[config.mk]
export PLATFORM = sky130hd
export DESIGN_NAME = ultrasonic_echo_ranger
export DESIGN_NICKNAME = d
export VERILOG_FILES = /design/src/rtl/uer_pkg.sv /design/src/rtl/uer_regs.sv /design/src/rtl/uer_dist.sv /design/src/rtl/uer_ctrl.sv /design/src/rtl/ultrasonic_echo_ranger.sv
export VERILOG_INCLUDE_DIRS = /design/src /design/src/rtl
export SDC_FILE = /design/constraint.sdc
export NUM_CORES = 1
export LEC_CHECK = 0
export BUFFER_PORTS_ARGS = -buffer_cell sky130_fd_sc_hd__buf_2
export CELL_PAD_IN_SITES_DETAIL_PLACEMENT = 1
export CELL_PAD_IN_SITES_GLOBAL_PLACEMENT = 1
export CORE_ASPECT_RATIO = 2
export CORE_MARGIN = 4
export CORE_UTILIZATION = 40
export CTS_CLUSTER_DIAMETER = 30
export DETAILED_ROUTE_END_ITERATION = 12
export HOLD_SLACK_MARGIN = 0.02
export PLACE_DENSITY = 0.71
export SETUP_SLACK_MARGIN = 0.05
export SLEW_MARGIN = 20
export SYNTH_ARGS = -nofsm -noshare
export SYNTH_HDL_FRONTEND = slang
export SYNTH_SLANG_ARGS = --single-unit
[constraint.sdc]
create_clock -name i_clk -period 17.5 [get_ports i_clk]
set_clock_uncertainty 0.1 [all_clocks]
set_input_delay 1.75 -clock i_clk [delete_from_list [all_inputs] [get_ports i_clk]]
set_output_delay 1.75 -clock i_clk [all_outputs]
set_load 0.02 [all_outputs]
[src/rtl/ultrasonic_echo_ranger_macros.svh]
// Assertion macros shared by the ultrasonic echo ranger RTL.
`ifndef ULTRASONIC_ECHO_RANGER_MACROS_SVH
`define ULTRASONIC_ECHO_RANGER_MACROS_SVH

// Same-cycle implication, held off during reset.
`define UER_ASSERT_NOW(label, clk, rst_n, ante, cons) \
    label: assert property (@(posedge clk) disable iff (!(rst_n)) (ante) |-> (cons)) \
        else $error("ultrasonic_echo_ranger: same-cycle check failed");

// Next-cycle implication, held off during reset.
`define UER_ASSERT_NEXT(label, clk, rst_n, ante, cons) \
    label: assert property (@(posedge clk) disable iff (!(rst_n)) (ante) |=> (cons)) \
        else $error("ultrasonic_echo_ranger: next-cycle check failed");

`endif

[src/rtl/uer_pkg.sv]
// Shared types and constants of the ultrasonic echo ranger.
package uer_pkg;

    localparam int unsigned COUNT_WIDTH_DEF = 16;
    localparam int unsigned RETRY_GAP_TICKS = 10;
    localparam int unsigned GAP_W           = 4;
    localparam int unsigned DIST_MAX        = 32767;
    localparam int unsigned SPEED_SHIFT     = 17;

    localparam int unsigned APB_ADDR_W = 5;
    localparam int unsigned APB_DATA_W = 32;

    // register index, taken from paddr[4:2]
    typedef enum logic [2:0] {
        REG_RETRY_ENABLE = 3'd0,
        REG_MAX_ATTEMPTS = 3'd1,
        REG_BAD_VALUE    = 3'd2,
        REG_MIN_DISTANCE = 3'd3,
        REG_MAX_DISTANCE = 3'd4,
        REG_SPEED_SCALE  = 3'd5
    } t_reg_idx;

    localparam logic               RST_RETRY_ENABLE = 1'b1;
    localparam logic        [7:0]  RST_MAX_ATTEMPTS = 8'd3;
    localparam logic signed [15:0] RST_BAD_VALUE    = -16'sd1;
    localparam logic signed [15:0] RST_MIN_DISTANCE = 16'sd0;
    localparam logic signed [15:0] RST_MAX_DISTANCE = 16'sd400;
    localparam logic        [15:0] RST_SPEED_SCALE  = 16'd2248;

    typedef struct packed {
        logic               retry_enable;
        logic        [7:0]  max_attempts;
        logic signed [15:0] bad_value;
        logic signed [15:0] min_distance;
        logic signed [15:0] max_distance;
        logic        [15:0] speed_scale;
    } t_cfg;

    typedef struct packed {
        logic [14:0] distance;
        logic        in_window;
    } t_dist;

    typedef struct packed {
        logic               trigger_level;
        logic               done_res;
        logic signed [15:0] range_value;
        logic               bad_reading;
        logic               busy_res;
    } t_res;

endpackage

[src/rtl/uer_regs.sv]
// APB configuration registers of the ultrasonic echo ranger.
module uer_regs
    import uer_pkg::*;
(
    input  logic                  i_clk,
    input  logic                  i_rst_n,
    input  logic                  psel,
    input  logic                  penable,
    input  logic                  pwrite,
    input  logic [APB_ADDR_W-1:0] paddr,
    input  logic [APB_DATA_W-1:0] pwdata,
    output logic [APB_DATA_W-1:0] prdata,
    output t_cfg                  o_cfg
);

    t_cfg     r_cfg;
    t_reg_idx w_idx;
    logic     w_wr;

    assign w_idx = t_reg_idx'(paddr[APB_ADDR_W-1:2]);
    assign w_wr  = psel && penable && pwrite;

    always_ff @(posedge i_clk) begin
        if (!i_rst_n) begin
            r_cfg.retry_enable <= RST_RETRY_ENABLE;
            r_cfg.max_attempts <= RST_MAX_ATTEMPTS;
            r_cfg.bad_value    <= RST_BAD_VALUE;
            r_cfg.min_distance <= RST_MIN_DISTANCE;
            r_cfg.max_distance <= RST_MAX_DISTANCE;
            r_cfg.speed_scale  <= RST_SPEED_SCALE;
        end else if (w_wr) begin
            unique case (w_idx)
                REG_RETRY_ENABLE: r_cfg.retry_enable <= pwdata[0];
                REG_MAX_ATTEMPTS: r_cfg.max_attempts <= pwdata[7:0];
                REG_BAD_VALUE:    r_cfg.bad_value    <= $signed(pwdata[15:0]);
                REG_MIN_DISTANCE: r_cfg.min_distance <= $signed(pwdata[15:0]);
                REG_MAX_DISTANCE: r_cfg.max_distance <= $signed(pwdata[15:0]);
                REG_SPEED_SCALE:  r_cfg.speed_scale  <= pwdata[15:0];
                default: ;
            endcase
        end
    end

    always_comb begin
        unique case (w_idx)
            REG_RETRY_ENABLE: prdata = APB_DATA_W'(r_cfg.retry_enable);
            REG_MAX_ATTEMPTS: prdata = APB_DATA_W'(r_cfg.max_attempts);
            REG_BAD_VALUE:    prdata = APB_DATA_W'($unsigned(r_cfg.bad_value));
            REG_MIN_DISTANCE: prdata = APB_DATA_W'($unsigned(r_cfg.min_distance));
            REG_MAX_DISTANCE: prdata = APB_DATA_W'($unsigned(r_cfg.max_distance));
            REG_SPEED_SCALE:  prdata = APB_DATA_W'(r_cfg.speed_scale);
            default:          prdata = '0;
        endcase
    end

    assign o_cfg = r_cfg;

endmodule

[src/rtl/uer_dist.sv]
// Pulse count to distance scaling, saturation and window check.
module uer_dist
    import uer_pkg::*;
#(
    parameter int unsigned COUNT_WIDTH = COUNT_WIDTH_DEF
) (
    input  logic [COUNT_WIDTH-1:0] i_pulse_count,
    input  t_cfg                   i_cfg,
    output t_dist                  o_dist
);

    localparam int unsigned PROD_W = COUNT_WIDTH + 16;

    logic [PROD_W-1:0]  w_prod;
    logic [31:0]        w_scaled;
    logic [14:0]        w_dist;
    logic signed [15:0] w_sdist;

    // Q0.16 speed times ticks, halved for the round trip: >> 17
    assign w_prod   = PROD_W'(i_pulse_count) * PROD_W'(i_cfg.speed_scale);
    assign w_scaled = 32'(w_prod >> SPEED_SHIFT);
    assign w_dist   = (w_scaled > 32'(DIST_MAX)) ? 15'(DIST_MAX) : w_scaled[14:0];
    assign w_sdist  = $signed({1'b0, w_dist});

    assign o_dist.distance  = w_dist;
    assign o_dist.in_window = (w_sdist >= i_cfg.min_distance) &&
                              (w_sdist <= i_cfg.max_distance);

endmodule

[src/rtl/uer_ctrl.sv]
// Ranging sequencer: attempt, echo count and retry gap state.
module uer_ctrl
    import uer_pkg::*;
#(
    parameter int unsigned COUNT_WIDTH = COUNT_WIDTH_DEF
) (
    input  logic                   i_clk,
    input  logic                   i_rst_n,
    input  logic                   i_step,
    input  logic                   i_start_req,
    input  logic                   i_echo_level,
    input  t_cfg                   i_cfg,
    input  t_dist                  i_dist,
    output logic [COUNT_WIDTH-1:0] o_pulse_count,
    output t_res                   o_res
);

    typedef enum logic [1:0] {
        PH_IDLE,
        PH_WAIT,
        PH_COUNT,
        PH_GAP
    } t_phase;

    t_phase                 r_phase, n_phase;
    logic [COUNT_WIDTH-1:0] r_pulse, n_pulse;
    logic [7:0]             r_att, n_att;
    logic [GAP_W-1:0]       r_gap, n_gap;
    logic                   w_done, w_bad;
    logic signed [15:0]     w_value;
    logic                   w_left;

    assign w_left = r_att < i_cfg.max_attempts;

    always_comb begin
        n_phase = r_phase;
        n_pulse = r_pulse;
        n_att   = r_att;
        n_gap   = r_gap;
        w_done  = 1'b0;
        w_bad   = 1'b0;
        w_value = '0;
        unique case (r_phase)
            PH_IDLE: begin
                if (i_start_req) begin
                    n_att = '0;
                    if (i_cfg.max_attempts == 8'd0) begin
                        w_done  = 1'b1;
                        w_bad   = 1'b1;
                        w_value = i_cfg.bad_value;
                    end else begin
                        n_att   = 8'd1;
                        n_pulse = '0;
                        n_gap   = '0;
                        n_phase = PH_WAIT;
                    end
                end
            end
            PH_WAIT: begin
                if (i_echo_level) begin
                    n_pulse = COUNT_WIDTH'(1);
                    n_phase = PH_COUNT;
                end
            end
            PH_COUNT: begin
                if (i_echo_level) begin
                    if (r_pulse != {COUNT_WIDTH{1'b1}}) begin
                        n_pulse = r_pulse + COUNT_WIDTH'(1);
                    end
                end else if (i_dist.in_window) begin
                    w_done  = 1'b1;
                    w_value = $signed({1'b0, i_dist.distance});
                    n_phase = PH_IDLE;
                end else if (i_cfg.retry_enable) begin
                    n_gap   = GAP_W'(1);
                    n_phase = PH_GAP;
                    // one-tick gap: next attempt decided right away
                    if (RETRY_GAP_TICKS <= 1) begin
                        if (w_left) begin
                            n_att   = r_att + 8'd1;
                            n_pulse = '0;
                            n_gap   = '0;
                            n_phase = PH_WAIT;
                        end else begin
                            w_done  = 1'b1;
                            w_bad   = 1'b1;
                            w_value = i_cfg.bad_value;
                            n_phase = PH_IDLE;
                        end
                    end
                end else begin
                    w_done  = 1'b1;
                    w_bad   = 1'b1;
                    w_value = i_cfg.bad_value;
                    n_phase = PH_IDLE;
                end
            end
            PH_GAP: begin
                n_gap = r_gap + GAP_W'(1);
                if (n_gap >= GAP_W'(RETRY_GAP_TICKS)) begin
                    if (w_left) begin
                        n_att   = r_att + 8'd1;
                        n_pulse = '0;
                        n_gap   = '0;
                        n_phase = PH_WAIT;
                    end else begin
                        w_done  = 1'b1;
                        w_bad   = 1'b1;
                        w_value = i_cfg.bad_value;
                        n_phase = PH_IDLE;
                    end
                end
            end
            default: n_phase = PH_IDLE;
        endcase
    end

    always_ff @(posedge i_clk) begin
        if (!i_rst_n) begin
            r_phase <= PH_IDLE;
            r_pulse <= '0;
            r_att   <= '0;
            r_gap   <= '0;
        end else if (i_step) begin
            r_phase <= n_phase;
            r_pulse <= n_pulse;
            r_att   <= n_att;
            r_gap   <= n_gap;
        end
    end

    assign o_pulse_count       = r_pulse;
    assign o_res.trigger_level = !((n_phase == PH_WAIT) || (n_phase == PH_COUNT));
    assign o_res.done_res      = w_done;
    assign o_res.range_value   = w_value;
    assign o_res.bad_reading   = w_bad;
    assign o_res.busy_res      = n_phase != PH_IDLE;

endmodule

[src/rtl/ultrasonic_echo_ranger.sv]
// Top level of the ultrasonic echo ranger: tick pipeline, sequencer and registers.
//
//   channel   direction  handshake            payload
//   -------   ---------  -------------------  ------------------------------------------
//   sample    in         i_valid / o_ready    i_start_req, i_echo_level
//   result    out        o_valid / i_ready    o_trigger_level, o_done_res, o_range_value,
//                                             o_bad_reading, o_busy_res
//   config    in         APB psel / penable   paddr, pwdata, prdata, pready (always 1)
//
// One transfer in gives one transfer out; one sample per cycle while i_ready holds.
// Each sample passes the input register, then the sequencer step into the
// result register. The step path holds the count-times-speed multiply and the
// window compare. Reset is synchronous, active low; it restores the register
// defaults and leaves the sequencer idle. A stalled result holds the result
// register; the input register still fills, then o_ready drops.
module ultrasonic_echo_ranger
    import uer_pkg::*;
#(
    parameter int unsigned COUNT_WIDTH = COUNT_WIDTH_DEF
) (
    input  logic                  i_clk,
    input  logic                  i_rst_n,
    // sample channel
    input  logic                  i_valid,
    output logic                  o_ready,
    input  logic                  i_start_req,
    input  logic                  i_echo_level,
    // result channel
    output logic                  o_valid,
    input  logic                  i_ready,
    output logic                  o_trigger_level,
    output logic                  o_done_res,
    output logic signed [15:0]    o_range_value,
    output logic                  o_bad_reading,
    output logic                  o_busy_res,
    // configuration
    input  logic                  psel,
    input  logic                  penable,
    input  logic                  pwrite,
    input  logic [APB_ADDR_W-1:0] paddr,
    input  logic [APB_DATA_W-1:0] pwdata,
    output logic [APB_DATA_W-1:0] prdata,
    output logic                  pready
);

`include "ultrasonic_echo_ranger_macros.svh"

    // input register
    logic r_in_vld;
    logic r_start;
    logic r_echo;

    // result register
    logic r_out_vld;
    t_res r_res;

    t_cfg                   w_cfg;
    t_dist                  w_dist;
    t_res                   w_res;
    logic [COUNT_WIDTH-1:0] w_pulse;
    logic                   w_fire;

    // the sequencer steps when a sample sits in the input register and the
    // result register is empty or being emptied this cycle
    assign w_fire  = r_in_vld && (!r_out_vld || i_ready);
    assign o_ready = !r_in_vld || w_fire;
    assign pready  = 1'b1;

    always_ff @(posedge i_clk) begin
        if (!i_rst_n) begin
            r_in_vld  <= 1'b0;
            r_out_vld <= 1'b0;
        end else begin
            if (o_ready) begin
                r_in_vld <= i_valid;
            end
            if (w_fire) begin
                r_out_vld <= 1'b1;
            end else if (i_ready) begin
                r_out_vld <= 1'b0;
            end
        end
    end

    // payload registers, no reset
    always_ff @(posedge i_clk) begin
        if (i_valid && o_ready) begin
            r_start <= i_start_req;
            r_echo  <= i_echo_level;
        end
        if (w_fire) begin
            r_res <= w_res;
        end
    end

    uer_regs u_regs (
        .i_clk   (i_clk),
        .i_rst_n (i_rst_n),
        .psel    (psel),
        .penable (penable),
        .pwrite  (pwrite),
        .paddr   (paddr),
        .pwdata  (pwdata),
        .prdata  (prdata),
        .o_cfg   (w_cfg)
    );

    uer_dist #(
        .COUNT_WIDTH (COUNT_WIDTH)
    ) u_dist (
        .i_pulse_count (w_pulse),
        .i_cfg         (w_cfg),
        .o_dist        (w_dist)
    );

    uer_ctrl #(
        .COUNT_WIDTH (COUNT_WIDTH)
    ) u_ctrl (
        .i_clk         (i_clk),
        .i_rst_n       (i_rst_n),
        .i_step        (w_fire),
        .i_start_req   (r_start),
        .i_echo_level  (r_echo),
        .i_cfg         (w_cfg),
        .i_dist        (w_dist),
        .o_pulse_count (w_pulse),
        .o_res         (w_res)
    );

    assign o_valid         = r_out_vld;
    assign o_trigger_level = r_res.trigger_level;
    assign o_done_res      = r_res.done_res;
    assign o_range_value   = r_res.range_value;
    assign o_bad_reading   = r_res.bad_reading;
    assign o_busy_res      = r_res.busy_res;

    // a good reading always lies inside the configured window
    `UER_ASSERT_NOW(a_good_in_window, i_clk, i_rst_n, o_valid && o_done_res && !o_bad_reading, (o_range_value >= w_cfg.min_distance) && (o_range_value <= w_cfg.max_distance))
    // a failed ranging reports the configured bad value
    `UER_ASSERT_NOW(a_bad_value, i_clk, i_rst_n, o_valid && o_done_res && o_bad_reading, o_range_value == w_cfg.bad_value)
    // done ends the ranging: trigger back high, no longer busy
    `UER_ASSERT_NOW(a_done_idle, i_clk, i_rst_n, o_valid && o_done_res, !o_busy_res && o_trigger_level)
    // a taken result with nothing behind it leaves the output empty
    `UER_ASSERT_NEXT(a_drain, i_clk, i_rst_n, o_valid && i_ready && !w_fire, !o_valid)

endmodule

## Word level (Yosys, flattened, before mapping)

Cells that the tools add are included.

- Register bits: 127
- Input bits: 46
- Output and inout port bits: 55

- Add/sub/neg operators: 3
- Multiply operators: 1
- Magnitude comparators: 5
- Equal/unequal tests: 21
- Muxes and demuxes: 53
- Reductions and logical operators: 27

Operators by type and width:

| cell | number |
|---|---|
| 16-bit two-way mux | 14 |
| 16-bit case mux with 6 select lines | 1 |
| 16-bit case mux with 4 select lines | 1 |
| 16-bit case mux with 3 select lines | 1 |
| 16-bit by 16-bit multiplier with 32-bit output | 1 |
| 4-bit two-way mux | 7 |
| 8-bit two-way mux | 3 |
| 16-bit by 1-bit adder with 16-bit output (second input constant) | 1 |
| 16-bit greater-or-equal comparator | 1 |
| 16-bit less-or-equal comparator | 1 |
| 16-bit inequality test (second input constant) | 1 |
| 8-bit case mux with 2 select lines | 1 |
| 15-bit greater-than comparator (second input constant) | 1 |
| 15-bit two-way mux | 1 |
| 2-bit two-way mux | 7 |
| 2-bit inequality test (second input constant) | 7 |
| 1-bit two-way mux | 13 |
| 4-bit case mux with 3 select lines | 1 |
| 2-bit AND reduction | 6 |
| 8-bit by 1-bit adder with 8-bit output (second input constant) | 1 |
| 8-bit logical NOT | 1 |
| 8-bit < comparator | 1 |
| 2-bit case mux with 4 select lines | 1 |
| 8-bit AND reduction | 1 |
| 18 further kinds | 36 |

## Longest topological paths before layout

Gate-level depths: netlist of the first run.

- Depth in word-level cells: 11
- Mapped depth: 34
- Gate-level depth less buffers: 33

## Cells and area by module

Synthesis of the first run repeated with hierarchy kept, for this count alone.

- Cell total of the unflattened synthesis: 1,719
- Area, all modules: 15,308.4 um^2

Modules (own cells, without submodules):

| module | times used | cells an instance | area an instance (um^2) | sequential area each (um^2) |
|---|---|---|---|---|
| uer_dist | 1 | 999 | 8,725.9 | 0.0 |
| uer_regs | 1 | 372 | 3,477.1 | 1,461.4 |
| uer_ctrl | 1 | 315 | 2,329.7 | 600.6 |
| ultrasonic_echo_ranger | 1 | 33 | 775.7 | 700.7 |

## Worst setup path before layout of the first run

No wires, ideal clock.

- Path type: register to register
- From: register u_ctrl.r_pulse[2] (netlist: u_ctrl.o_pulse_count[2])
- To: register r_res (netlist bit o_trigger_level) (data pin)
- Library setup time: 0.249 ns
- Arrival time: 7.953 ns
- Required time: 17.151 ns
- Slack: 9.198 ns
- Stages on the path, launching flop included: 32
- Path buffers: 2
- Clock period less this slack: 8.302 ns
- Cell sequence: dfxtp_1 clkbuf_1 clkbuf_1 nand2_1 fa_1 fa_1 inv_1 fa_1 fa_1 fa_1 inv_1 fa_1 inv_1 ha_1 or3_1 o211ai_1 o211ai_1 nand3b_1 a21oi_1 or3_1 and2_1 ha_1 nand4b_4 or4_1 a21oi_1 nor3_1 or3_4 nand2_1 o21ai_0 o2bb2ai_1 ha_1 inv_1

RTL lines:

| element | RTL line | source |
|---|---|---|
| from (decl) | uer_ctrl.sv:26 | `logic [COUNT_WIDTH-1:0] r_pulse, n_pulse;` |
| from (signal assigned) | uer_ctrl.sv:126 | `r_pulse <= n_pulse;` |
| to (signal assigned) | ultrasonic_echo_ranger.sv:92 | `r_res <= w_res;` |
| to (decl) | ultrasonic_echo_ranger.sv:55 | `t_res r_res;` |

==> key figures, run 1 <==
Critical path
  – Worst reg2reg startpoint: u_ctrl.o_pulse_count[8]
  – Type of origin of the critical path: flip-flop
  – Worst stage delay on the critical path: 0.99 ns
  – CP Capture Type: flip-flop
  – Reg2reg end: o_range_value[13]
  – Levels on crit path: 28
  – Reg2reg setup slack: 7.43 ns
  – WS Path Type: flip-flop to flip-flop
  – Most used cell along the critical path: fa_1
  – Kind of cell adding the most delay to the critical path: compound AO/OA/AOI/OAI gates
  – CP Max Fanout: 19
  – Crit path launch: u_ctrl.o_pulse_count[8]
  – Req. time, crit path: 17.68 ns
  – CP Buf/Inv Count: 3
  – Worst setup endpoint: o_range_value[13]
  – R2R depth: 28
  – CP Data Arrival Time: 10.25 ns
  – Crit path max-delay cell type: dfxtp_1

CTS
  – Root Buffer Master: clkbuf_16
  – CTS tree: done
  – H-tree level count: 4
  – CTS buffer count: 17
  – Post-CTS resize count: 0
  – Clk sink count: 127
  – Setup bufs post-CTS: 0
  – CTS Hold Buffers Added: 0
  – Clk_lat worst skew: 0.44 ns
  – Clock slew at reported path FFs: 0.06 ns
  – Bufs on Longest Clock Path: 2

Placement
  – GPL Wtd Cong: 0.824
  – Port bufs: 65
  – Placed cell count: 2215
  – Post-DP HPWL: 36.6 mm
  – Place WS: 7.45 ns

Floorplan
  – Initial Util: 40.6%
  – Core ar.: 37400 µm²
  – Die Area: 41300 µm²
  – Die H: 284 µm
  – Core Rows: 100
  – Die width: 146 µm
  – # IOs: 101

Synth
  – Primary FF master, synth: dfxtp_1
  – Top cell type's share of synthesized area: 25.4%
  – Synth warn: 0
  – Yosys top cell by area: fa_1
  – Share of async-settable or async-resettable flops after synthesis: 0%
  – Cells after synthesis: 1771
  – Synthesized flop and latch total: 127
  – Mean Syn Cell Area: 8.57 µm²
  – Synthesized area: 15200 µm²
  – Top post-synthesis cells by area: fa_1, dfxtp_1, ha_1, nand2_1, inv_1
  – Distinct cells, synth: 68
  – Seq/Total Area, Yosys: 18.2%
  – Post-synth EDFFs: 22

STA
  – Max-slew violation count: 0
  – Fmax: 99.3 MHz
  – Crit share post-route: 57.6%
  – Final setup vio count: 0
  – Fin. Hold Viols: 0
  – Post-Route Setup TNS: 0 ns
  – Rel. slew slack: 29.6%
  – Min cycle time layout: 10.07 ns
  – Worst slew pin tran: 1.05 ns
  – Min setup slack post-route: 7.43 ns
  – Unrepaired setup endpoints after global routing: no

Pwr
  – Lkg Pwr: 7.81 nW
  – Maximum VDD drop: 0.0000767 V
  – PD cells: 46.4 nW/µm²

Layout
  – Layout Cells excl Fill: 2248
  – Final net count: 2162
  – Layout area overhead: 8.06%
  – Layout cell share with drive strength beyond 1: 7.21%

Hold path
  – Worst hold path class: flip-flop to flip-flop

Global routing
  – Largest net degree at the start of global routing: 58
  – Via count of the first global-routing pass: 14200
  – First-pass GRT wire length: 75.5 mm
  – Initial antenna violation count: 1
  – Overall routing resource usage: 23.2%
  – Grt total ovfl: 0

Routing
  – Via count: 12400
  – Pre-antenna DRT Iters: 4
  – Detailed Route Iter0 Violations: 433
  – Routed len/inst: 21.0 µm
  – Final Routed Wirelength: 47.1 mm
  – Remaining DRCs: 0
  – Routed Antenna Nets: 0
  – Mean number of vias per cell: 5.50

Flow run
  – Max_cap viols: 0

Run status
  – Status: finished clean
==> area by class of cell <==
type | count | area, µm²
Antenna cell | 1 | 2.50
Sequential cell | 127 | 2760
Clock inverter | 12 | 181
Tap cell | 459 | 574
Multi-Input combinational cell | 1262 | 10900
Timing Repair Buffer | 78 | 423
Inverter | 289 | 1080
Fill cell | 4413 | 21000
Clock buffer | 20 | 457
==> stage by stage <==
step                      hold slack (ns)  cell area (µm²)  total power, mW  utilization, %
final                               0.377            16400            0.761            43.9
after global routing                0.397            16400            0.783            43.9
after CTS                           0.380            16400            0.766            43.9
after detailed placement            0.370            15800            0.372            42.1
after global placement              0.361            15800            0.371            42.1
after floorplan                     0.349            15200            0.351               -
==> synth_stat cells (4+ instances only) <==
library cell,number
a2111oi_2,5
a211o_1,4
nor2_1,54
a41o_1,4
o21a_1,7
nand2b_1,8
nand4_1,10
dfxtp_1,105
xnor2_1,22
nor3_1,7
or4_1,4
nand2_1,306
a22o_1,13
o21ai_0,32
and2_1,123
xor2_1,10
a21o_1,18
a2111oi_1,5
ha_1,148
buf_1,5
nor2b_1,4
mux2i_1,41
o211ai_1,11
clkbuf_1,81
edfxtp_1,22
a211oi_1,8
or3_1,11
o22ai_1,19
nand3_1,36
buf_4,17
fa_1,193
inv_1,289
a21oi_1,89
and3_1,9
==> power by group <==
group	switching, mW	leakage, nW	internal [mW]	total, mW
combinational	0.0421	6.44	0.0168	0.0589
clock	0.148	0.308	0.247	0.395
sequential	0.00535	1.06	0.302	0.307
total	0.196	7.81	0.566	0.761
==> metal layers <==
metal,routed length [µm],GRT usage [%],up-vias,share of wire (%)
met4,2750,12.6,0,5.8
met2,27100,46.9,266,57
met1,16300,22.4,6327,34
met5,0,0,-,0
met3,1040,2.05,135,2.2
li1,-,-,5635,-
==> cell usage in the layout (no fill, tap or decap), drive strengths merged, types with 5 or more instances in the layout <==
| cell type | n |
|---|---|
| nand2 | 306 |
| inv | 292 |
| fa | 193 |
| ha | 148 |
| and2 | 123 |
| dfxtp | 105 |
| a21oi | 90 |
| buf | 78 |
| nor2 | 54 |
| mux2i | 41 |
| nand3 | 36 |
| o21ai | 34 |
| xnor2 | 22 |
| edfxtp | 22 |
| clkbuf | 20 |
| o22ai | 19 |
| a21o | 18 |
| conb | 17 |
| a22o | 13 |
| a2111oi | 13 |
| or3 | 12 |
| o211ai | 11 |
| nand4 | 10 |
| xor2 | 10 |
| and3 | 9 |
| a211oi | 9 |
| nand2b | 8 |
| o21a | 7 |
| nor3 | 7 |
| nor4 | 5 |
==> worst min path at each step <==
stage	slack (ns)	cells after the start	to	startpoint
4_1_cts	0.38	2	u_regs.o_cfg[43]	u_regs.o_cfg[43]
3_5_place_dp	0.37	2	u_regs.o_cfg[34]	u_regs.o_cfg[34]
2_1_floorplan	0.35	2	u_regs.o_cfg[17]	u_regs.o_cfg[17]
6_report	0.38	2	u_regs.o_cfg[29]	u_regs.o_cfg[29]
5_1_grt	0.40	2	u_regs.o_cfg[34]	u_regs.o_cfg[34]
3_3_place_gp	0.36	2	u_regs.o_cfg[40]	u_regs.o_cfg[40]
==> registers in the layout, indices dropped and copies added, names as in the netlist, 2 cells and up <==
register              count
u_ctrl.o_pulse_count     16
u_ctrl.r_att              8
u_regs.o_cfg             73
u_ctrl.r_phase            2
u_ctrl.r_gap              4
o_range_value            16
==> logic make-up after synthesis <==
family	Yosys count	share of synthesized area [%]
muxes	42	2.85
AOI/OAI and AO/OA	241	10.7
other	2	0.0495
buffers and inverters	397	10.4
and+or+nand+nor	589	18.4
adders and majority gates	341	37.6
DFF	127	18.2
xor gates and xnor gates	32	1.85
==> worst register-to-register path: cells and delay by family (launching register included) <==
| family | cells | cell delay, ns |
|---|---|---|
| compound gates | 11 | 3.72 |
| fa+ha+maj | 8 | 3.56 |
| buf+inv | 3 | 0.15 |
| flops | 1 | 0.99 |
| simple gates | 6 | 1.39 |
(Power assumes the default switching activity.)
==> run 2: changes to the inputs <==
--- a/config.mk
+++ b/config.mk
@@ -6,6 +6,7 @@
 export SDC_FILE = /design/constraint.sdc
 export NUM_CORES = 1
 export LEC_CHECK = 0
+export ABC_AREA = 1
 export BUFFER_PORTS_ARGS = -buffer_cell sky130_fd_sc_hd__buf_2
 export CELL_PAD_IN_SITES_DETAIL_PLACEMENT = 1
 export CELL_PAD_IN_SITES_GLOBAL_PLACEMENT = 1
@@ -15,7 +16,7 @@
 export CTS_CLUSTER_DIAMETER = 30
 export DETAILED_ROUTE_END_ITERATION = 12
 export HOLD_SLACK_MARGIN = 0.02
-export PLACE_DENSITY = 0.71
+export PLACE_DENSITY = 0.76
 export SETUP_SLACK_MARGIN = 0.05
 export SLEW_MARGIN = 20
 export SYNTH_ARGS = -nofsm -noshare
==> constraint.sdc (replaced) <==
create_clock -name i_clk -period 8.5 [get_ports i_clk]
set_clock_uncertainty 0.1 [all_clocks]
set_input_delay 0.85 -clock i_clk [delete_from_list [all_inputs] [get_ports i_clk]]
set_output_delay 0.85 -clock i_clk [all_outputs]
set_load 0.02 [all_outputs]
==> run 2 against run 1 <==
Final cell count up 21%; synthesized cell count is 20% higher; global-route usage is 3.2 points higher; largest cell class unchanged; sequential share of layout area shrank 0.83 points; via count increased by 15%; routed wire length up 17%; core utilization is 1.0 points higher; worst hold slack got worse by 0.0033 ns; clock power rose by 93%; register-to-register slack worse by 7.0 ns.
==> key figures, run 2 <==
Critical path
  – CP Data Arrival Time: 8.11 ns (was 10.25 ns)
  – Req. time, crit path: 8.59 ns (was 17.68 ns)
  – CP Max Fanout: 9 (was 19)
  – Type of origin of the critical path: flip-flop (unchanged)
  – Crit path max-delay cell type: dfxtp_1 (unchanged)
  – Kind of cell adding the most delay to the critical path: adder cells (was compound AO/OA/AOI/OAI gates)
  – CP Capture Type: flip-flop (unchanged)
  – CP Buf/Inv Count: 6 (was 3)
  – Worst reg2reg startpoint: u_ctrl.o_pulse_count[14] (was u_ctrl.o_pulse_count[8])
  – Worst stage delay on the critical path: 0.69 ns (was 0.99 ns)
  – WS Path Type: flip-flop to flip-flop (unchanged)
  – Crit path launch: u_ctrl.o_pulse_count[14] (was u_ctrl.o_pulse_count[8])

Global routing
  – Grt total ovfl: 0 (unchanged)
  – First-pass GRT wire length: 85.7 mm (was 75.5 mm)
  – Overall routing resource usage: 26.4% (was 23.2%)
  – Initial antenna violation count: 2 (was 1)
  – Largest net degree at the start of global routing: 79 (was 58)
  – Via count of the first global-routing pass: 16200 (was 14200)

Routing
  – DR WL met2: 31.3 mm (was 27.1 mm)
  – Remaining DRCs: 0 (unchanged)
  – Met1 WL: 17.0 mm (was 16.3 mm)
  – Via count: 14200 (was 12400)
  – Top Layer Used: met5 (was met4)
  – Pre-antenna DRT Iters: 5 (was 4)
  – Routed Antenna Nets: 0 (unchanged)
  – Final Routed Wirelength: 55.1 mm (was 47.1 mm)
  – Routed len/inst: 20.3 µm (was 21.0 µm)
  – Detailed Route Iter0 Violations: 514 (was 433)
  – Met3 wire length: 1.43 mm (was 1.04 mm)
  – Mean number of vias per cell: 5.22 (was 5.50)

Floorplan
  – Die Area: 42600 µm² (was 41300 µm²)
  – # IOs: 101 (unchanged)
  – Core ar.: 38800 µm² (was 37400 µm²)
  – Initial Util: 40.4% (was 40.6%)
  – Die H: 288 µm (was 284 µm)
  – Die width: 148 µm (was 146 µm)
  – Core Rows: 102 (was 100)

STA
  – Max-slew violation count: 0 (unchanged)
  – Worst hold slack: 0.374 ns (was 0.377 ns)
  – Fmax: 125 MHz (was 99.3 MHz)
  – Worst slew pin tran: 0.957 ns (was 1.05 ns)
  – Final setup vio count: 0 (unchanged)
  – Post-Route Setup TNS: 0 ns (unchanged)
  – Min cycle time layout: 8.03 ns (was 10.07 ns)
  – Fin. Hold Viols: 0 (unchanged)
  – Unrepaired setup endpoints after global routing: no (unchanged)
  – Rel. slew slack: 36.1% (was 29.6%)
  – Crit share post-route: 94.4% (was 57.6%)

Synth
  – Post-synth EDFFs: 22 (unchanged)
  – Synthesized area: 15700 µm² (was 15200 µm²)
  – Share of async-settable or async-resettable flops after synthesis: 0% (unchanged)
  – Yosys top cell by area: fa_1 (unchanged)
  – Post-synthesis compound-gate area fraction: 9.78% (was 10.7%)
  – Cells after synthesis: 2122 (was 1771)
  – Most frequent cells after synthesis: nand2_1, inv_1, fa_1 (unchanged)
  – Mean Syn Cell Area: 7.39 µm² (was 8.57 µm²)
  – Primary FF master, synth: dfxtp_1 (unchanged)
  – Most common cell in the netlist: nand2_1 (unchanged)
  – Synthesized flop and latch total: 127 (unchanged)
  – Distinct cells, synth: 53 (was 68)
  – Adder-cell share of the synthesized area: 36.5% (was 37.6%)
  – Top post-synthesis cells by area: fa_1, dfxtp_1, nand2_1, ha_1, inv_1 (was fa_1, dfxtp_1, ha_1, nand2_1, inv_1)
  – Post-synthesis simple-gate area fraction: 20.0% (was 18.4%)
  – Seq/Total Area, Yosys: 17.6% (was 18.2%)
  – Synth warn: 0 (unchanged)
  – Largest family of logic cells by synthesized area: adder cells (unchanged)
  – XOR/XNOR Fraction of Synth Area: 1.23% (was 1.85%)
  – Top cell type's share of synthesized area: 24.6% (was 25.4%)
  – Mux contribution to synthesized area: 0% (was 2.85%)

Pwr
  – PD cells: 93.3 nW/µm² (was 46.4 nW/µm²)
  – Lkg Pwr: 9.24 nW (was 7.81 nW)
  – Maximum VDD drop: 0.000153 V (was 0.0000767 V)
  – Total power: 1.62 mW (was 0.761 mW)

CTS
  – CTS Hold Buffers Added: 0 (unchanged)
  – Clock slew at reported path FFs: 0.06 ns (about the same)
  – H-tree level count: 4 (unchanged)
  – Post-CTS resize count: 0 (unchanged)
  – Setup bufs post-CTS: 0 (unchanged)
  – CTS tree: done (unchanged)
  – Clk sink count: 127 (unchanged)
  – Clk_lat worst skew: 0.45 ns (was 0.44 ns)
  – CTS buffer count: 17 (unchanged)
  – Bufs on Longest Clock Path: 2 (unchanged)
  – Root Buffer Master: clkbuf_16 (unchanged)

Layout
  – Largest register FFs: 73 (unchanged)
  – Layout cell share with drive strength beyond 1: 10.2% (was 7.21%)
  – Final net count: 2574 (was 2162)
  – Most common cell after layout, fill and taps aside: nand2_1 (unchanged)
  – Diodes inserted: 0 (was 1)
  – Layout area overhead: 11.0% (was 8.06%)
  – Commonest cells after routing, fill and taps aside: nand2_1, inv_1, fa_1 (unchanged)

Placement
  – GPL Wtd Cong: 0.941 (was 0.824)
  – Port bufs: 65 (unchanged)
  – Post-DP HPWL: 46.1 mm (was 36.6 mm)

Hold path
  – Hold Path Origin: u_ctrl.r_gap[3] (was u_regs.o_cfg[29])
  – Worst hold path class: flip-flop to flip-flop (unchanged)

Run status
  – Status: finished clean (unchanged)

Flow run
  – Max_cap viols: 0 (unchanged)
-- run 2: cell types whose count changed in the layout (fill, tap and decap cells not counted), sizes merged, moves of 41 or more --
cell	before	now
buf	78	138
nor2	54	121
mux2i	41	0
nand2	306	528
and2	123	0
inv	292	482
o21ai	34	111
-- run 2: worst paths after layout --
kind	to	slack, ns	cells after the start
max	o_range_value[14]	0.47	33
max reg2reg	o_range_value[14]	0.47	33
min reg2reg	u_ctrl.r_gap[3]	0.37	2
min	u_ctrl.r_gap[3]	0.37	2
-- run 2: cell type report --
cell class	count	area, µm²
fillers	4993	21400
multi-input cells	1423	10700
flip-flops and latches	127	2790
inverters	480	1800
repair buffers	138	886
well taps	520	651
clock buffers	19	475
clock inverters	13	124
-- run 2: metrics by stage --
step	std cells	instance area, µm²	setup WS, ns	utilization [%]
floorplan	2137	15700	1.30	-
detailed placement	2688	16700	0.131	43.2
CTS	2720	17300	0.0849	44.7
global placement	2688	16700	0.390	43.2
global route	2720	17400	0.0680	44.9
finish	2720	17400	0.474	44.9
-- run 2: worst reg2reg max path: cells and delay by family (launching register included) --
family	cells	cell delay [ns]
buffers and inverters	6	0.63
DFF	1	0.69
and+or+nand+nor	14	1.58
AOI/OAI and AO/OA	5	0.94
adders and majority gates	8	3.83
-- run 2: layer usage --
metal / vias up / track usage [%]
li1: 6551 / -
met1: 7018 / 22.8
met2: 387 / 52.7
met3: 232 / 2.50
met4: 4 / 21.5
met5: - / 0
-- run 2: power breakdown --
group	switching (mW)	internal (mW)	total, mW
clock network	0.320	0.441	0.761
registers	0.0148	0.625	0.640
logic	0.155	0.0670	0.222
-- run 2: kinds of logic after synthesis --
logic type      count (synthesis)
xor+xnor                       22
buf+inv                       587
other cells                     2
flops                         127
simple gates                  772
compound gates                271
fa+ha+maj                     341
==> run 3: changes to the inputs <==
--- a/config.mk
+++ b/config.mk
@@ -7,7 +7,7 @@
 export NUM_CORES = 1
 export LEC_CHECK = 0
 export ABC_AREA = 1
-export BUFFER_PORTS_ARGS = -buffer_cell sky130_fd_sc_hd__buf_2
+export BUFFER_PORTS_ARGS = -buffer_cell sky130_fd_sc_hd__buf_4
 export CELL_PAD_IN_SITES_DETAIL_PLACEMENT = 1
 export CELL_PAD_IN_SITES_GLOBAL_PLACEMENT = 1
 export CORE_ASPECT_RATIO = 2
@@ -16,7 +16,7 @@
 export CTS_CLUSTER_DIAMETER = 30
 export DETAILED_ROUTE_END_ITERATION = 12
 export HOLD_SLACK_MARGIN = 0.02
-export PLACE_DENSITY = 0.76
+export PLACE_DENSITY_LB_ADDON = 0.1
 export SETUP_SLACK_MARGIN = 0.05
 export SLEW_MARGIN = 20
 export SYNTH_ARGS = -nofsm -noshare
==> run 3 against run 2 <==
Clock power decreased by 5.9%; setup slack got worse by 0.0017 ns; combinational power increased by 6%; largest cell class unchanged; total power decreased by 2.1%; sequential share of layout area decreased by 0.32 points; final cell count increased by 0.92%; routed wire length increased by 0.99%; die area unchanged; global-route usage increased by 0.44 points; critical path depth increased by 1.
==> key figures, run 3 (synthesis gave the netlist of run 2 again) <==
CTS
  – CTS buffer count: 17 (unchanged)
  – Root Buffer Master: clkbuf_16 (unchanged)
  – H-tree level count: 4 (unchanged)
  – Clk sink count: 127 (unchanged)
  – CTS Hold Buffers Added: 0 (unchanged)
  – CTS tree: done (unchanged)
  – Clock slew at reported path FFs: 0.06 ns (about the same)
  – Bufs on Longest Clock Path: 2 (unchanged)
  – Clk_lat worst skew: 0.44 ns (was 0.45 ns)

Placement
  – Port bufs: 65 (unchanged)
  – GPL Wtd Cong: 0.918 (was 0.941)
  – Place WS: 0.104 ns (was 0.131 ns)
  – Post-DP HPWL: 47.3 mm (was 46.1 mm)
  – Placed cell count: 2711 (was 2688)

STA
  – Final setup vio count: 0 (unchanged)
  – Fmax: 125 MHz (about the same)
  – Rel. slew slack: 38.6% (was 36.1%)
  – Worst hold slack: 0.381 ns (was 0.374 ns)
  – Unrepaired setup endpoints after global routing: no (unchanged)
  – Max-slew violation count: 0 (unchanged)
  – Min setup slack post-route: 0.472 ns (was 0.474 ns)
  – Min cycle time layout: 8.03 ns (about the same)
  – Crit share post-route: 94.4% (about the same)
  – Post-Route Setup TNS: 0 ns (unchanged)
  – Fin. Hold Viols: 0 (unchanged)
  – Worst slew pin tran: 0.916 ns (was 0.957 ns)

Hold path
  – Worst hold path class: flip-flop to flip-flop (unchanged)
  – Hold Path Origin: u_ctrl.r_gap[3] (unchanged)

Layout
  – Core Util, Final: 45.7% (was 44.9%)
  – Layout Cells excl Fill: 2745 (was 2720)
  – Layout cell share with drive strength beyond 1: 11.0% (was 10.2%)
  – Commonest cells after routing, fill and taps aside: nand2_1, inv_1, fa_1 (unchanged)
  – Largest register FFs: 73 (unchanged)
  – Diodes inserted: 0 (unchanged)
  – Final net count: 2599 (was 2574)
  – Layout area overhead: 13.0% (was 11.0%)
  – Most common cell after layout, fill and taps aside: nand2_1 (unchanged)

Critical path
  – Kind of cell adding the most delay to the critical path: adder cells (unchanged)
  – Type of origin of the critical path: flip-flop (unchanged)
  – Reg2reg setup slack: 0.47 ns (about the same)
  – CP Max Fanout: 11 (was 9)
  – WS Path Type: flip-flop to flip-flop (unchanged)
  – R2R depth: 34 (was 33)
  – CP Data Arrival Time: 8.25 ns (was 8.11 ns)
  – CP Buf/Inv Count: 11 (was 6)
  – Req. time, crit path: 8.72 ns (was 8.59 ns)
  – Crit path launch: u_ctrl.o_pulse_count[10] (was u_ctrl.o_pulse_count[14])
  – CP Capture Type: flip-flop (unchanged)
  – Most used cell along the critical path: inv_1
  – Worst stage delay on the critical path: 0.63 ns (was 0.69 ns)
  – Reg2reg end: o_range_value[5] (was o_range_value[14])
  – Levels on crit path: 34 (was 33)
  – Worst reg2reg startpoint: u_ctrl.o_pulse_count[10] (was u_ctrl.o_pulse_count[14])
  – Crit path max-delay cell type: fa_1 (was dfxtp_1)
  – Worst setup endpoint: o_range_value[5] (was o_range_value[14])

Routing
  – Mean number of vias per cell: 5.12 (was 5.22)
  – Routed len/inst: 20.3 µm (about the same)
  – Detailed Route Iter0 Violations: 479 (was 514)
  – Routed Antenna Nets: 0 (unchanged)
  – Final Routed Wirelength: 55.7 mm (was 55.1 mm)
  – Via count: 14100 (was 14200)
  – Remaining DRCs: 0 (unchanged)
  – Pre-antenna DRT Iters: 5 (unchanged)

Flow run
  – Max_cap viols: 0 (unchanged)

Floorplan
  – Core Rows: 102 (unchanged)
  – Die Area: 42600 µm² (unchanged)
  – Core ar.: 38800 µm² (unchanged)
  – Die H: 288 µm (unchanged)
  – # IOs: 101 (unchanged)
  – Die width: 148 µm (unchanged)
  – Initial Util: 40.4% (unchanged)

Global routing
  – Largest net degree at the start of global routing: 79 (unchanged)
  – Initial antenna violation count: 0 (was 2)
  – Grt total ovfl: 0 (unchanged)
  – Overall routing resource usage: 26.8% (was 26.4%)
  – Via count of the first global-routing pass: 15700 (was 16200)
  – First-pass GRT wire length: 86.6 mm (was 85.7 mm)

Pwr
  – PD cells: 89.7 nW/µm² (was 93.3 nW/µm²)
  – Lkg Pwr: 9.40 nW (was 9.24 nW)
  – Maximum VDD drop: 0.000120 V (was 0.000153 V)

Run status
  – Status: finished clean (unchanged)
[run 3: changes by cell type in the layout (fill, tap and decap cells not counted), sizes merged]
cell | before | now
clkinvlp | 1 | 2
clkbuf | 19 | 17
buf | 138 | 163
inv | 482 | 483
[run 3: worst reg2reg max path: cells and delay by family, from the launching register on]
kind                     cells  cell delay (ns)
buffers and inverters       11             1.24
AND/OR/NAND/NOR              8             0.83
adder cells (fa/ha/maj)      8             3.94
AO/OA/AOI/OAI                7             1.40
flip-flops                   1             0.38
[run 3: per-stage QoR]
step / instance area [µm²] / total power [mW]
after global routing: 17700 / 1.65
after detailed placement: 17100 / 0.886
after floorplan: 15700 / 0.789
after global placement: 17100 / 0.881
after CTS: 17700 / 1.61
final: 17700 / 1.59
[run 3: cell type report]
cell class / count / area, µm²
Timing Repair Buffer: 163 / 1250
Sequential cell: 127 / 2780
Fill cell: 5008 / 21100
Tap cell: 520 / 651
Clock buffer: 17 / 425
Clock inverter: 15 / 134
Inverter: 480 / 1800
Multi-Input combinational cell: 1423 / 10700
[run 3: worst min-delay path by stage]
| stage | to | slack, ns | cells after the start |
|---|---|---|---|
| after floorplan | u_regs.o_cfg[40] | 0.35 | 2 |
| after global placement | u_regs.o_cfg[45] | 0.36 | 2 |
| after detailed placement | u_regs.o_cfg[59] | 0.37 | 2 |
| after CTS | u_regs.o_cfg[59] | 0.39 | 2 |
| after global routing | u_ctrl.r_gap[3] | 0.40 | 2 |
| final | u_ctrl.r_gap[3] | 0.38 | 2 |
[run 3: timing repair]
action                                  4_1_cts  5_1_grt
gates resized for setup                       0       23
setup buffers                                 0        2
endpoints found under the setup margin        0       23
[run 3: report_power, final]
part	switching, mW	total, mW	internal (mW)
Sequential	0.0128	0.638	0.625
Combinational	0.159	0.236	0.0772
Clock	0.311	0.716	0.405
[run 3: metal layers]
metal | up-vias | part of all wire [%] | GRT usage [%]
li1 | 6598 | - | -
met1 | 7046 | 32 | 24.7
met2 | 265 | 58 | 54.1
met3 | 141 | 2.2 | 2.46
met4 | 0 | 7.7 | 17.3
met5 | - | 0 | 0
